===== src/sv/b64e_pkg.sv =====
`default_nettype none

package b64e_pkg;

  localparam int unsigned CharW         = 7;
  localparam int unsigned MaxChars      = 4;
  localparam int unsigned QueueDepthDef = 2;
  localparam logic [CharW-1:0] PadChar  = 7'd61;  // '='

  // position inside a three-byte group
  typedef enum logic [1:0] {
    PhStart = 2'd0,
    PhOne   = 2'd1,
    PhTwo   = 2'd2
  } phase_e;

  // everything one input byte causes, handed from front to back
  typedef struct packed {
    logic [MaxChars-1:0][CharW-1:0] chars;
    logic [1:0]                     last_idx;  // index of the final char of the word
    logic                           eom;
  } job_t;

  // standard alphabet: A-Z, a-z, 0-9, '+', '/'
  function automatic logic [CharW-1:0] b64_char(input logic [5:0] v);
    logic [CharW-1:0] v7;
    v7 = {1'b0, v};
    if (v < 6'd26) begin
      return v7 + 7'd65;
    end else if (v < 6'd52) begin
      return v7 + 7'd71;
    end else if (v < 6'd62) begin
      return v7 - 7'd4;
    end else if (v == 6'd62) begin
      return 7'd43;
    end else begin
      return 7'd47;
    end
  endfunction

endpackage

`default_nettype wire


===== src/sv/b64e_front.sv =====
`default_nettype none

module b64e_front (
  input  wire logic          clk_i,
  input  wire logic          rst_ni,
  input  wire logic          take_i,
  input  wire logic [7:0]    data_byte_i,
  input  wire logic          final_byte_i,
  output b64e_pkg::job_t     job_o
);
  import b64e_pkg::*;

  phase_e     phase_q, phase_d;
  logic [3:0] left_q, left_d;
  logic [5:0] sx0, sx1;

  // next group position and held bits
  always_comb begin
    phase_d = phase_q;
    left_d  = left_q;
    if (take_i) begin
      unique case (phase_q)
        PhOne: begin
          phase_d = PhTwo;
          left_d  = data_byte_i[3:0];
        end
        PhTwo: begin
          phase_d = PhStart;
          left_d  = 4'd0;
        end
        default: begin
          phase_d = PhOne;
          left_d  = {2'b00, data_byte_i[1:0]};
        end
      endcase
      if (final_byte_i) begin
        phase_d = PhStart;
        left_d  = 4'd0;
      end
    end
  end

  // characters this byte completes, plus flush and pad on the final byte
  always_comb begin
    sx0             = 6'd0;
    sx1             = 6'd0;
    job_o.chars     = '0;
    job_o.last_idx  = 2'd0;
    job_o.eom       = final_byte_i;
    unique case (phase_q)
      PhOne: begin
        sx0 = {left_q[1:0], data_byte_i[7:4]};
        sx1 = {data_byte_i[3:0], 2'b00};
        job_o.chars[0] = b64_char(sx0);
        if (final_byte_i) begin
          job_o.chars[1] = b64_char(sx1);
          job_o.chars[2] = PadChar;
          job_o.last_idx = 2'd2;
        end
      end
      PhTwo: begin
        sx0 = {left_q[3:0], data_byte_i[7:6]};
        sx1 = data_byte_i[5:0];
        job_o.chars[0] = b64_char(sx0);
        job_o.chars[1] = b64_char(sx1);
        job_o.last_idx = 2'd1;
      end
      default: begin
        sx0 = data_byte_i[7:2];
        sx1 = {data_byte_i[1:0], 4'b0000};
        job_o.chars[0] = b64_char(sx0);
        if (final_byte_i) begin
          job_o.chars[1] = b64_char(sx1);
          job_o.chars[2] = PadChar;
          job_o.chars[3] = PadChar;
          job_o.last_idx = 2'd3;
        end
      end
    endcase
  end

  always_ff @(posedge clk_i or negedge rst_ni) begin
    if (!rst_ni) begin
      phase_q <= PhStart;
      left_q  <= 4'd0;
    end else begin
      phase_q <= phase_d;
      left_q  <= left_d;
    end
  end

`ifndef NO_ASSERTIONS
  // at the start of a group nothing is held
  a_start_clear: assert property (@(posedge clk_i) disable iff (!rst_ni)
    phase_q == PhStart |-> left_q == 4'd0)
    else $error("held bits left over at group start");
  // a final byte always returns to the start of a group
  a_final_resets: assert property (@(posedge clk_i) disable iff (!rst_ni)
    take_i && final_byte_i |=> phase_q == PhStart)
    else $error("group position not cleared after final byte");
`endif

endmodule

`default_nettype wire


===== src/sv/b64e_fifo.sv =====
`default_nettype none

module b64e_fifo #(
  parameter int unsigned Depth = b64e_pkg::QueueDepthDef
) (
  input  wire logic            clk_i,
  input  wire logic            rst_ni,
  input  wire logic            push_i,
  input  wire b64e_pkg::job_t  push_data_i,
  output logic                 full_o,
  input  wire logic            pop_i,
  output logic                 valid_o,
  output b64e_pkg::job_t       pop_data_o
);
  import b64e_pkg::*;

  localparam int unsigned AddrW = (Depth > 1) ? $clog2(Depth) : 1;
  localparam int unsigned CntW  = $clog2(Depth + 1);
  localparam logic [AddrW-1:0] LastAddr = AddrW'(Depth - 1);
  localparam logic [CntW-1:0]  DepthCnt = CntW'(Depth);

  job_t             mem_q [Depth];
  logic [AddrW-1:0] wr_ptr_q, rd_ptr_q;
  logic [CntW-1:0]  cnt_q;
  logic             do_push, do_pop;

  assign full_o     = (cnt_q == DepthCnt);
  assign valid_o    = (cnt_q != '0);
  assign pop_data_o = mem_q[rd_ptr_q];
  assign do_push    = push_i && !full_o;
  assign do_pop     = pop_i && valid_o;

  always_ff @(posedge clk_i) begin
    if (do_push) begin
      mem_q[wr_ptr_q] <= push_data_i;
    end
  end

  always_ff @(posedge clk_i or negedge rst_ni) begin
    if (!rst_ni) begin
      wr_ptr_q <= '0;
      rd_ptr_q <= '0;
      cnt_q    <= '0;
    end else begin
      if (do_push) begin
        wr_ptr_q <= (wr_ptr_q == LastAddr) ? '0 : wr_ptr_q + 1'b1;
      end
      if (do_pop) begin
        rd_ptr_q <= (rd_ptr_q == LastAddr) ? '0 : rd_ptr_q + 1'b1;
      end
      if (do_push && !do_pop) begin
        cnt_q <= cnt_q + 1'b1;
      end else if (do_pop && !do_push) begin
        cnt_q <= cnt_q - 1'b1;
      end
    end
  end

`ifndef NO_ASSERTIONS
  a_no_overflow: assert property (@(posedge clk_i) disable iff (!rst_ni)
    cnt_q <= DepthCnt)
    else $error("queue count beyond depth");
  a_push_not_full: assert property (@(posedge clk_i) disable iff (!rst_ni)
    push_i |-> !full_o)
    else $error("word pushed into full queue");
`endif

endmodule

`default_nettype wire


===== src/sv/b64e_back.sv =====
`default_nettype none

module b64e_back (
  input  wire logic            clk_i,
  input  wire logic            rst_ni,
  input  wire logic            job_valid_i,
  input  wire b64e_pkg::job_t  job_i,
  output logic                 job_pop_o,
  output logic                 m_tvalid_o,
  input  wire logic            m_tready_i,
  output logic [7:0]           m_tdata_o,
  output logic                 m_tlast_o,
  output logic                 m_tuser_o
);
  import b64e_pkg::*;

  job_t             job_q;
  logic             busy_q;
  logic [1:0]       idx_q;
  logic             out_valid_q;
  logic [CharW-1:0] out_char_q;
  logic             out_last_q, out_eom_q;
  logic             slot_free, adv, done;

  assign slot_free = !out_valid_q || m_tready_i;
  assign adv       = busy_q && slot_free;
  assign done      = adv && (idx_q == job_q.last_idx);
  assign job_pop_o = job_valid_i && (!busy_q || done);

  always_ff @(posedge clk_i) begin
    if (job_pop_o) begin
      job_q <= job_i;
    end
    if (adv) begin
      out_char_q <= job_q.chars[idx_q];
      out_last_q <= (idx_q == job_q.last_idx);
      out_eom_q  <= (idx_q == job_q.last_idx) && job_q.eom;
    end
  end

  always_ff @(posedge clk_i or negedge rst_ni) begin
    if (!rst_ni) begin
      busy_q      <= 1'b0;
      idx_q       <= 2'd0;
      out_valid_q <= 1'b0;
    end else begin
      if (job_pop_o) begin
        busy_q <= 1'b1;
        idx_q  <= 2'd0;
      end else if (done) begin
        busy_q <= 1'b0;
        idx_q  <= 2'd0;
      end else if (adv) begin
        idx_q <= idx_q + 1'b1;
      end
      if (adv) begin
        out_valid_q <= 1'b1;
      end else if (m_tready_i) begin
        out_valid_q <= 1'b0;
      end
    end
  end

  assign m_tvalid_o = out_valid_q;
  assign m_tdata_o  = {1'b0, out_char_q};
  assign m_tlast_o  = out_last_q;
  assign m_tuser_o  = out_eom_q;

`ifndef NO_ASSERTIONS
  // end of message is only ever the last char of its word
  a_eom_is_last: assert property (@(posedge clk_i) disable iff (!rst_ni)
    m_tvalid_o && m_tuser_o |-> m_tlast_o)
    else $error("end of message away from end of word");
`endif

endmodule

`default_nettype wire


===== src/sv/base64_stream_encoder.sv =====
`default_nettype none

// Base64 encoder (standard alphabet, '=' padding) for a byte stream.
// Slave channel: one message byte per word on s_axis_tdata[7:0]; s_axis_tlast
// marks the last byte of a message. Master channel: one ASCII character per
// word on m_axis_tdata[6:0]; m_axis_tlast marks the last character caused by
// an input byte, m_axis_tuser the last character of the whole message.
// Each byte gives one character (two for the third byte of a group); a final
// byte that is not the third of its group also flushes the held bits into
// one more character and pads the group with '=' to four characters, so it
// may give up to four. Throughput: one character per cycle while the
// receiver is ready, set by the single output register. A front stage
// classifies each byte and builds its characters combinationally, a short
// queue holds those words, and a back stage sends them out one character at
// a time. When the receiver stalls, the back stage holds its output and the
// queue fills; s_axis_tready drops only once it is full.
// Reset clears the group position, held bits, queue and output valid.
module base64_stream_encoder #(
  parameter int unsigned QueueDepth = b64e_pkg::QueueDepthDef
) (
  input  wire logic       clk_i,
  input  wire logic       rst_ni,
  input  wire logic       s_axis_tvalid,
  output logic            s_axis_tready,
  input  wire logic [7:0] s_axis_tdata,   // [7:0] data_byte
  input  wire logic       s_axis_tlast,   // final_byte
  output logic            m_axis_tvalid,
  input  wire logic       m_axis_tready,
  output logic [7:0]      m_axis_tdata,   // [6:0] out_char, [7] zero
  output logic            m_axis_tlast,   // end_of_run
  output logic            m_axis_tuser    // end_of_message
);
  import b64e_pkg::*;

  job_t front_job, queue_job;
  logic queue_full, queue_valid, queue_pop, take;

  // take a byte whenever the queue has room for its word
  assign s_axis_tready = !queue_full;
  assign take          = s_axis_tvalid && s_axis_tready;

  b64e_front u_front (
    .clk_i        (clk_i),
    .rst_ni       (rst_ni),
    .take_i       (take),
    .data_byte_i  (s_axis_tdata),
    .final_byte_i (s_axis_tlast),
    .job_o        (front_job)
  );

  b64e_fifo #(
    .Depth (QueueDepth)
  ) u_fifo (
    .clk_i       (clk_i),
    .rst_ni      (rst_ni),
    .push_i      (take),
    .push_data_i (front_job),
    .full_o      (queue_full),
    .pop_i       (queue_pop),
    .valid_o     (queue_valid),
    .pop_data_o  (queue_job)
  );

  b64e_back u_back (
    .clk_i       (clk_i),
    .rst_ni      (rst_ni),
    .job_valid_i (queue_valid),
    .job_i       (queue_job),
    .job_pop_o   (queue_pop),
    .m_tvalid_o  (m_axis_tvalid),
    .m_tready_i  (m_axis_tready),
    .m_tdata_o   (m_axis_tdata),
    .m_tlast_o   (m_axis_tlast),
    .m_tuser_o   (m_axis_tuser)
  );

endmodule

`default_nettype wire

===== config.mk =====
export PLATFORM = sky130hd
export DESIGN_NAME = base64_stream_encoder
export DESIGN_NICKNAME = d
export VERILOG_FILES = /design/src/sv/b64e_pkg.sv /design/src/sv/b64e_front.sv /design/src/sv/b64e_fifo.sv /design/src/sv/b64e_back.sv /design/src/sv/base64_stream_encoder.sv
export SDC_FILE = /design/constraint.sdc
export NUM_CORES = 1
export LEC_CHECK = 0
export BUFFER_PORTS_ARGS = -buffer_cell sky130_fd_sc_hd__buf_2
export CELL_PAD_IN_SITES_DETAIL_PLACEMENT = 1
export CELL_PAD_IN_SITES_GLOBAL_PLACEMENT = 1
export CORE_ASPECT_RATIO = 1.4
export CORE_MARGIN = 2
export CORE_UTILIZATION = 40
export CTS_BUF_LIST = sky130_fd_sc_hd__clkbuf_4
export CTS_CLUSTER_DIAMETER = 40
export DETAILED_ROUTE_END_ITERATION = 16
export PLACE_DENSITY = 0.77
export SETUP_SLACK_MARGIN = 0.05
export SYNTH_ARGS = -nofsm -noshare
export SYNTH_HDL_FRONTEND = slang
export SYNTH_SLANG_ARGS = --single-unit
export TNS_END_PERCENT = 5

===== constraint.sdc =====
create_clock -name clk_i -period 3.5 [get_ports clk_i]
set_input_delay 0.175 -clock clk_i [delete_from_list [all_inputs] [get_ports clk_i]]
set_output_delay 0.175 -clock clk_i [all_outputs]
set_load 0.01 [all_outputs]

==> impl_metrics.ini, run 1 <==
[setup_path]
cp_slowest_stage_delay_ps = 700
critical_path_arrival_ps = 2950
critPathMaxFanout = 14
cp_cell_sequence = ha_1 > nor2b_1 > o211ai_1 > a32o_1 > o32a_1
crit_type = register to register
crit_path_top_delay_cell = sky130_fd_sc_hd__nor2b_1
critical_path_required_ps = 3670
setup_crit_end_kind = register
critPathLaunchType = register

[die]
fp.coreArea_um2 = 12300
floorplan.initialDensity_pct = 40.8
die_w_um = 98.7
chipHeight_um = 137
row_count = 48
io_pins = 25
die_outline_area_um2 = 13500

[placed_design]
gp_congestion = 0.942
hpwlAfterDp_um = 9940
numPortBuffers = 23
place_worst_setup_slack_ps = 807

[synthesis]
yosys_register_bits = 77
ys.flop_type = sky130_fd_sc_hd__edfxtp_1
syn_area_per_cell_um2 = 10.3
yosysUniqueCellTypes = 65
syn-num-nets = 528
yosysWarnings = 0
synth.yosys.seq_area_share_pct = 44.6
number_of_enable_type_register_cells_in_the_synthesized_netlist = 63
synthCells = 489
synth_async_sr_flop_share_pct = 18.2
synth.cell_area_um2 = 5020

[sta]
timing.final.max_slew_violations = 0
post-route-worst-setup-slack_ps = 729
slew_headroom_pct = 43.7
unrepaired_setup_endpoints_after_global_routing = false
setup_violations = 0
post-route-period-util_pct = 79.2
final.setup_skew_ps = 15.1
hold_slack_ps = 29.8
fmax_mhz = 361
slew_of_the_pin_with_the_lowest_slew_margin_ps = 844
final.min_clock_period_ps = 2770
setup_total_negative_slack_ps = 0
finalHoldViolCount = 0

[power]
vdd_ir_drop_max_uv = 250
power.density_cell_area_nw_per_um2 = 729
power.leakage_uw = 0.00196

[worst_hold_path]
type_of_the_worst_min_delay_path = primary input to register

[grt]
first_global_vias = 4019
antenna_found_initial = 0
first_pass_grt_wire_length_um = 21100
grt_start_max_net_pins = 20
grtUsageTotal_pct = 19.9
grt_remaining_overflow = 0

[layout]
area.sequential_um2 = 2240
multi_input_area_um2 = 2450
insertedDiodeCount = 0
most_frequent_cells_in_the_layout = 63 x sky130_fd_sc_hd__edfxtp_1, 40 x sky130_fd_sc_hd__nand2_1, 37 x sky130_fd_sc_hd__o21ai_0
nets = 534
drive_above_1_share_pct = 14.4
filler_cells = 1385
final_common_cell = sky130_fd_sc_hd__edfxtp_1
layout-area-overhead-vs-synth_pct = 4.96

[clock_tree]
cts_hold_buffers = 1
cts_setup_buffers = 0
cts.sink_count = 77
cts_tree = done
clock_insertion_delay_worst_skew_ps = 420
buffer_levels_on_the_longest_clock_path = 2
path_clk_slew_ps = 120
postCtsResizedCells = 0
tritoncts_buffer_count = 9
depth_of_the_cts_h_tree = 3
clock_tree.root_cell = sky130_fd_sc_hd__clkbuf_4

[drt]
routed-via-count = 3816
drc = 0
detail_route.wl_per_cell_um = 20.2
wl_um = 13100
initialDrtViolationCount = 227
vias_per_cell = 5.87
detail-route-antenna-nets = 0
drt_pre_antenna_iters = 5

[flow_run]
max-cap-violations = 0

[outcome]
run_status = finished, final reports clean
==> sequential cells by signal (all words and copies together) (netlist names) <==
name	count
u_fifo.wr_ptr_q	1
u_back.idx_q	2
u_back.job_q	18
u_back.m_tlast_o	1
u_back.out_char_q	7
u_front.phase_q	2
u_back.m_tvalid_o	1
u_back.m_tuser_o	1
u_back.busy_q	1
u_front.left_q	4
u_fifo.mem_q	36
u_fifo.cnt_q	2
u_fifo.rd_ptr_q	1
==> layer usage <==
layer / wire [µm] / vias to the layer above / share of wire (%) / GRT usage (%)
met5: 0 / - / 0 / 0
met2: 7170 / 72 / 55 / 38.1
li1: - / 1828 / - / -
met1: 5210 / 1886 / 40 / 21.5
met3: 321 / 30 / 2.4 / 3.06
met4: 410 / 0 / 3.1 / 8.52
==> path summary, 6_finish.rpt <==
| path | startpoint | end | slack [ps] | cells after the start |
|---|---|---|---|---|
| min in group asynchronous | rst_ni | u_front.phase_q[0] | 180 | 2 |
| max in group asynchronous | rst_ni | u_front.left_q[0] | 3080 | 2 |
| hold / removal | m_axis_tready | u_back.m_tvalid_o | 30 | 3 |
| setup / recovery | u_front.left_q[0] | u_fifo.mem_q[0][5] | 730 | 5 |
| setup reg to reg | u_front.left_q[0] | u_fifo.mem_q[0][5] | 730 | 5 |
| hold reg to reg | u_fifo.wr_ptr_q | u_fifo.wr_ptr_q | 510 | 1 |
==> through the flow <==
step                      instances  utilization, %  instance area [µm²]  power, µW
after floorplan                 489               -                 5020       2870
after global placement          633            41.7                 5130       3250
after detailed placement        633            41.7                 5130       3360
after CTS                       650            42.8                 5270       3890
after global routing            650            42.8                 5270       4100
final                           650            42.8                 5270       3840
==> cell families after synthesis <==
group	count (synthesis)	share of synthesized area, %
XOR/XNOR	21	3.66
AO/OA/AOI/OAI	140	18.5
other	1	0.0746
buffers and inverters	60	6.52
AND/OR/NAND/NOR	135	13.9
flip-flops	77	44.6
adder cells (fa/ha/maj)	26	6.47
multiplexers	29	6.30
==> cell usage after synthesis (all sizes together), types with 3 or more instances <==
master | instances | area share (%)
nor2 | 16 | 1.2
xor2 | 6 | 1.0
o221ai | 5 | 0.87
a31oi | 12 | 1.5
o21ai | 41 | 4.1
edfxtp | 63 | 38
a21o | 5 | 0.75
nand3 | 17 | 1.9
a21oi | 25 | 2.6
nor3 | 13 | 1.4
nand3b | 4 | 0.60
a22oi | 3 | 0.45
dfrtp | 14 | 7.0
clkbuf | 9 | 1.3
ha | 26 | 6.5
mux2i | 8 | 1.6
nand2 | 41 | 3.1
xnor2 | 15 | 2.6
inv | 26 | 1.9
o22ai | 4 | 0.50
o311ai | 3 | 0.52
a211oi | 6 | 1.0
nand2b | 10 | 1.2
buf | 23 | 2.9
o31ai | 6 | 0.90
mux2 | 21 | 4.7
or3 | 3 | 0.37
o211ai | 10 | 1.5
nor2b | 10 | 1.2
and2 | 4 | 0.50
nand4 | 10 | 1.2
==> worst max-delay path: cells and delay by family, from the launching register on <==
kind	cells	cell delay [ps]
and+or+nand+nor	1	700
DFF	1	670
adders and majority gates	1	400
AOI/OAI and AO/OA	3	760
==> area by class of cell <==
type	count	area share [%]
Timing Repair Buffer	29	3.08
Clock buffer	10	1.42
Multi-Input combinational cell	352	46.5
Clock inverter	6	1.02
Sequential cell	77	42.5
Inverter	26	1.85
Tap cell	150	3.56
==> power breakdown <==
| group | internal, µW | switching [µW] |
|---|---|---|
| Clock | 218 | 297 |
| Combinational | 616 | 965 |
| Sequential | 1510 | 235 |
| Total | 2350 | 1500 |
(Power assumes the default switching activity.)
==> run 2, diff against run 1 <==
--- a/config.mk
+++ b/config.mk
@@ -5,6 +5,7 @@
 export SDC_FILE = /design/constraint.sdc
 export NUM_CORES = 1
 export LEC_CHECK = 0
+export ABC_AREA = 1
 export BUFFER_PORTS_ARGS = -buffer_cell sky130_fd_sc_hd__buf_2
 export CELL_PAD_IN_SITES_DETAIL_PLACEMENT = 1
 export CELL_PAD_IN_SITES_GLOBAL_PLACEMENT = 1
@@ -14,7 +15,7 @@
 export CTS_BUF_LIST = sky130_fd_sc_hd__clkbuf_4
 export CTS_CLUSTER_DIAMETER = 40
 export DETAILED_ROUTE_END_ITERATION = 16
-export PLACE_DENSITY = 0.77
+export PLACE_DENSITY = 0.81
 export SETUP_SLACK_MARGIN = 0.05
 export SYNTH_ARGS = -nofsm -noshare
 export SYNTH_HDL_FRONTEND = slang
==> constraint.sdc (replaced) <==
create_clock -name clk_i -period 2.8 [get_ports clk_i]
set_input_delay 0.14 -clock clk_i [delete_from_list [all_inputs] [get_ports clk_i]]
set_output_delay 0.14 -clock clk_i [all_outputs]
set_load 0.01 [all_outputs]
==> run 2 against run 1 <==
Routed wire length grew 4.9%. Register-to-register slack lost 190 ps. Sequential share of layout area shrank 0.47 points. Power grew 30%. Setup slack lost 190 ps.
==> impl_metrics.ini, run 2 <==
[synthesis]
synth_top_cell_area_share_pct = 38.4
yosysUniqueCellTypes = 34
synth.cell_area_um2 = 4930
yosys_register_bits = 77
synthCells = 616
number_of_enable_type_register_cells_in_the_synthesized_netlist = 63
synth.cells.most_frequent = 213 x sky130_fd_sc_hd__nand2_1, 63 x sky130_fd_sc_hd__edfxtp_1, 53 x sky130_fd_sc_hd__nand3_1
ys.flop_type = sky130_fd_sc_hd__edfxtp_1
synth.most_common_cell = sky130_fd_sc_hd__nand2_1
syn-num-nets = 655
yosysWarnings = 0
syn_area_per_cell_um2 = 8.00
synth.yosys.seq_area_share_pct = 45.5
yosys-top-cells-area = sky130_fd_sc_hd__edfxtp_1 38%, sky130_fd_sc_hd__nand2_1 16%, sky130_fd_sc_hd__dfrtp_1 7.1%, sky130_fd_sc_hd__ha_1 6.6%, sky130_fd_sc_hd__nand3_1 5.4%
synthDominantAreaCellType = sky130_fd_sc_hd__edfxtp_1
synth_async_sr_flop_share_pct = 18.2

[drt]
initialDrtViolationCount = 214
detail-route-antenna-nets = 0
wl_um = 13700
drt_pre_antenna_iters = 4
drc = 0
routed-via-count = 4271
detail_route.wl_per_cell_um = 17.3
vias_per_cell = 5.36

[sta]
final.min_clock_period_ps = 2260
slew_of_the_pin_with_the_lowest_slew_margin_ps = 719
post-route-period-util_pct = 80.8
slew_headroom_pct = 52.0
timing.final.max_slew_violations = 0
unrepaired_setup_endpoints_after_global_routing = false
setup_total_negative_slack_ps = 0
final.setup_skew_ps = 14.5
setup_violations = 0
fmax_mhz = 442
finalHoldViolCount = 0

[grt]
grt_start_max_net_pins = 20
antenna_found_initial = 0
global_route.usage.met1_pct = 22.4
first_global_vias = 4593
grt_remaining_overflow = 0
global_route.usage.met2_pct = 44.4
use_met3_pct = 2.89
first_pass_grt_wire_length_um = 23000
busiest_layer = met2
grtUsageTotal_pct = 21.9

[placed_design]
placed_area_um2 = 5160
hpwlAfterDp_um = 11100
numPortBuffers = 23
gp_congestion = 0.890

[clock_tree]
clock_insertion_delay_worst_skew_ps = 430
clock_tree.root_cell = sky130_fd_sc_hd__clkbuf_4
cts.sink_count = 77
cts_tree = done
path_clk_slew_ps = 120
tritoncts_buffer_count = 9
depth_of_the_cts_h_tree = 3
buffer_levels_on_the_longest_clock_path = 2

[layout]
most_frequent_cells_in_the_layout = 213 x sky130_fd_sc_hd__nand2_1, 63 x sky130_fd_sc_hd__edfxtp_1, 53 x sky130_fd_sc_hd__nand3_1
layout-area-overhead-vs-synth_pct = 8.20
reg.largest.list = u_fifo.mem_q x36, u_back.job_q x18, u_back.out_char_q x7
largest_register_ff_count = 36
nets = 681
final_core_util_pct = 43.7
drive_above_1_share_pct = 10.7
final_common_cell = sky130_fd_sc_hd__nand2_1
insertedDiodeCount = 0
stdcell_area_um2 = 5330
largest_register = u_fifo.mem_q

[setup_path]
critPathLaunchType = register
critical_path_arrival_ps = 2320
crit_type = register to register
endpoint = u_back.job_q[10]
worst_r2r_startpoint = u_back.idx_q[0]
cp-startpoint = u_back.idx_q[0]
r2r.worst_path.cells = 6
setup_crit_end_kind = register
critical_path_required_ps = 2860
rr_endpoint = u_back.job_q[10]
critPathMaxFanout = 18
worst_r2r_setup_slack_ps = 540

[die]
chipHeight_um = 135
io_pins = 25
die_w_um = 97.8
floorplan.initialDensity_pct = 40.4
die_outline_area_um2 = 13200
fp.coreArea_um2 = 12200
row_count = 48

[outcome]
run_status = finished, final reports clean

[worst_hold_path]
type_of_the_worst_min_delay_path = primary input to async pin

[power]
power.density_cell_area_nw_per_um2 = 935
power.leakage_uw = 0.00240
vdd_ir_drop_max_uv = 273

[flow_run]
max-cap-violations = 0
-- run 2: worst min-delay path by stage --
| stage | startpoint | end | slack (ps) | cells after the start |
|---|---|---|---|---|
| finish | rst_ni | u_fifo.cnt_q[1] | 150 | 2 |
| global route | rst_ni | u_front.phase_q[0] | 120 | 2 |
| CTS | rst_ni | u_front.phase_q[0] | 110 | 2 |
| detailed placement | rst_ni | u_back.m_tvalid_o | 70 | 1 |
| global placement | rst_ni | u_back.m_tvalid_o | 60 | 1 |
| floorplan | rst_ni | u_back.busy_q | -160 | 0 |
-- run 2: kinds of logic after synthesis --
group / synth area share [%]
other: 0.0761
AND/OR/NAND/NOR: 27.6
buffers and inverters: 7.16
AO/OA/AOI/OAI: 10.4
XOR/XNOR: 2.67
adder cells (fa/ha/maj): 6.60
flip-flops: 45.5
-- run 2: per-stage QoR --
step           total power, µW  std cells  setup WS, ps  hold slack (ps)
4_1_cts                   5040        797           529              114
3_5_place_dp              4360        778           553             74.3
6_report                  4980        797           538              147
3_3_place_gp              4160        778           656             55.1
2_1_floorplan             3620        616           925             -156
5_1_grt                   5380        797           446              124
-- run 2: repair_timing --
action,4_1_cts,5_1_grt
hold buffers,3,0
resized for setup,0,0
hold endpoints to repair,17,0
setup buffers,0,0
-- run 2: power by group --
| group | total, µW | internal, µW | switching [µW] |
|---|---|---|---|
| clock network | 658 | 280 | 378 |
| registers | 2180 | 1940 | 240 |
| logic | 2140 | 641 | 1500 |
-- run 2: layout make-up --
cell class | instances | area, µm²
well taps | 150 | 188
inverters | 64 | 240
multi-input cells | 458 | 2330
flip-flops and latches | 77 | 2240
fillers | 1538 | 6860
repair buffers | 32 | 190
clock inverters | 6 | 63.8
clock buffers | 10 | 75.1
-- run 2: layer usage --
metal	part of all wire [%]	wire length [µm]	up-vias
li1	-	-	2097
met1	38	5280	2093
met2	57	7850	55
met3	1.9	255	26
met4	2.7	368	0
met5	0	0	-
-- run 2: worst max-delay path: stages (launching register included) --
cell and delay, ps:
sky130_fd_sc_hd__dfrtp_1 510, sky130_fd_sc_hd__or2_0 290, sky130_fd_sc_hd__a21oi_2 190, sky130_fd_sc_hd__nand2_1 110
sky130_fd_sc_hd__nand2_1 140, sky130_fd_sc_hd__o21ai_2 100, sky130_fd_sc_hd__inv_1 540
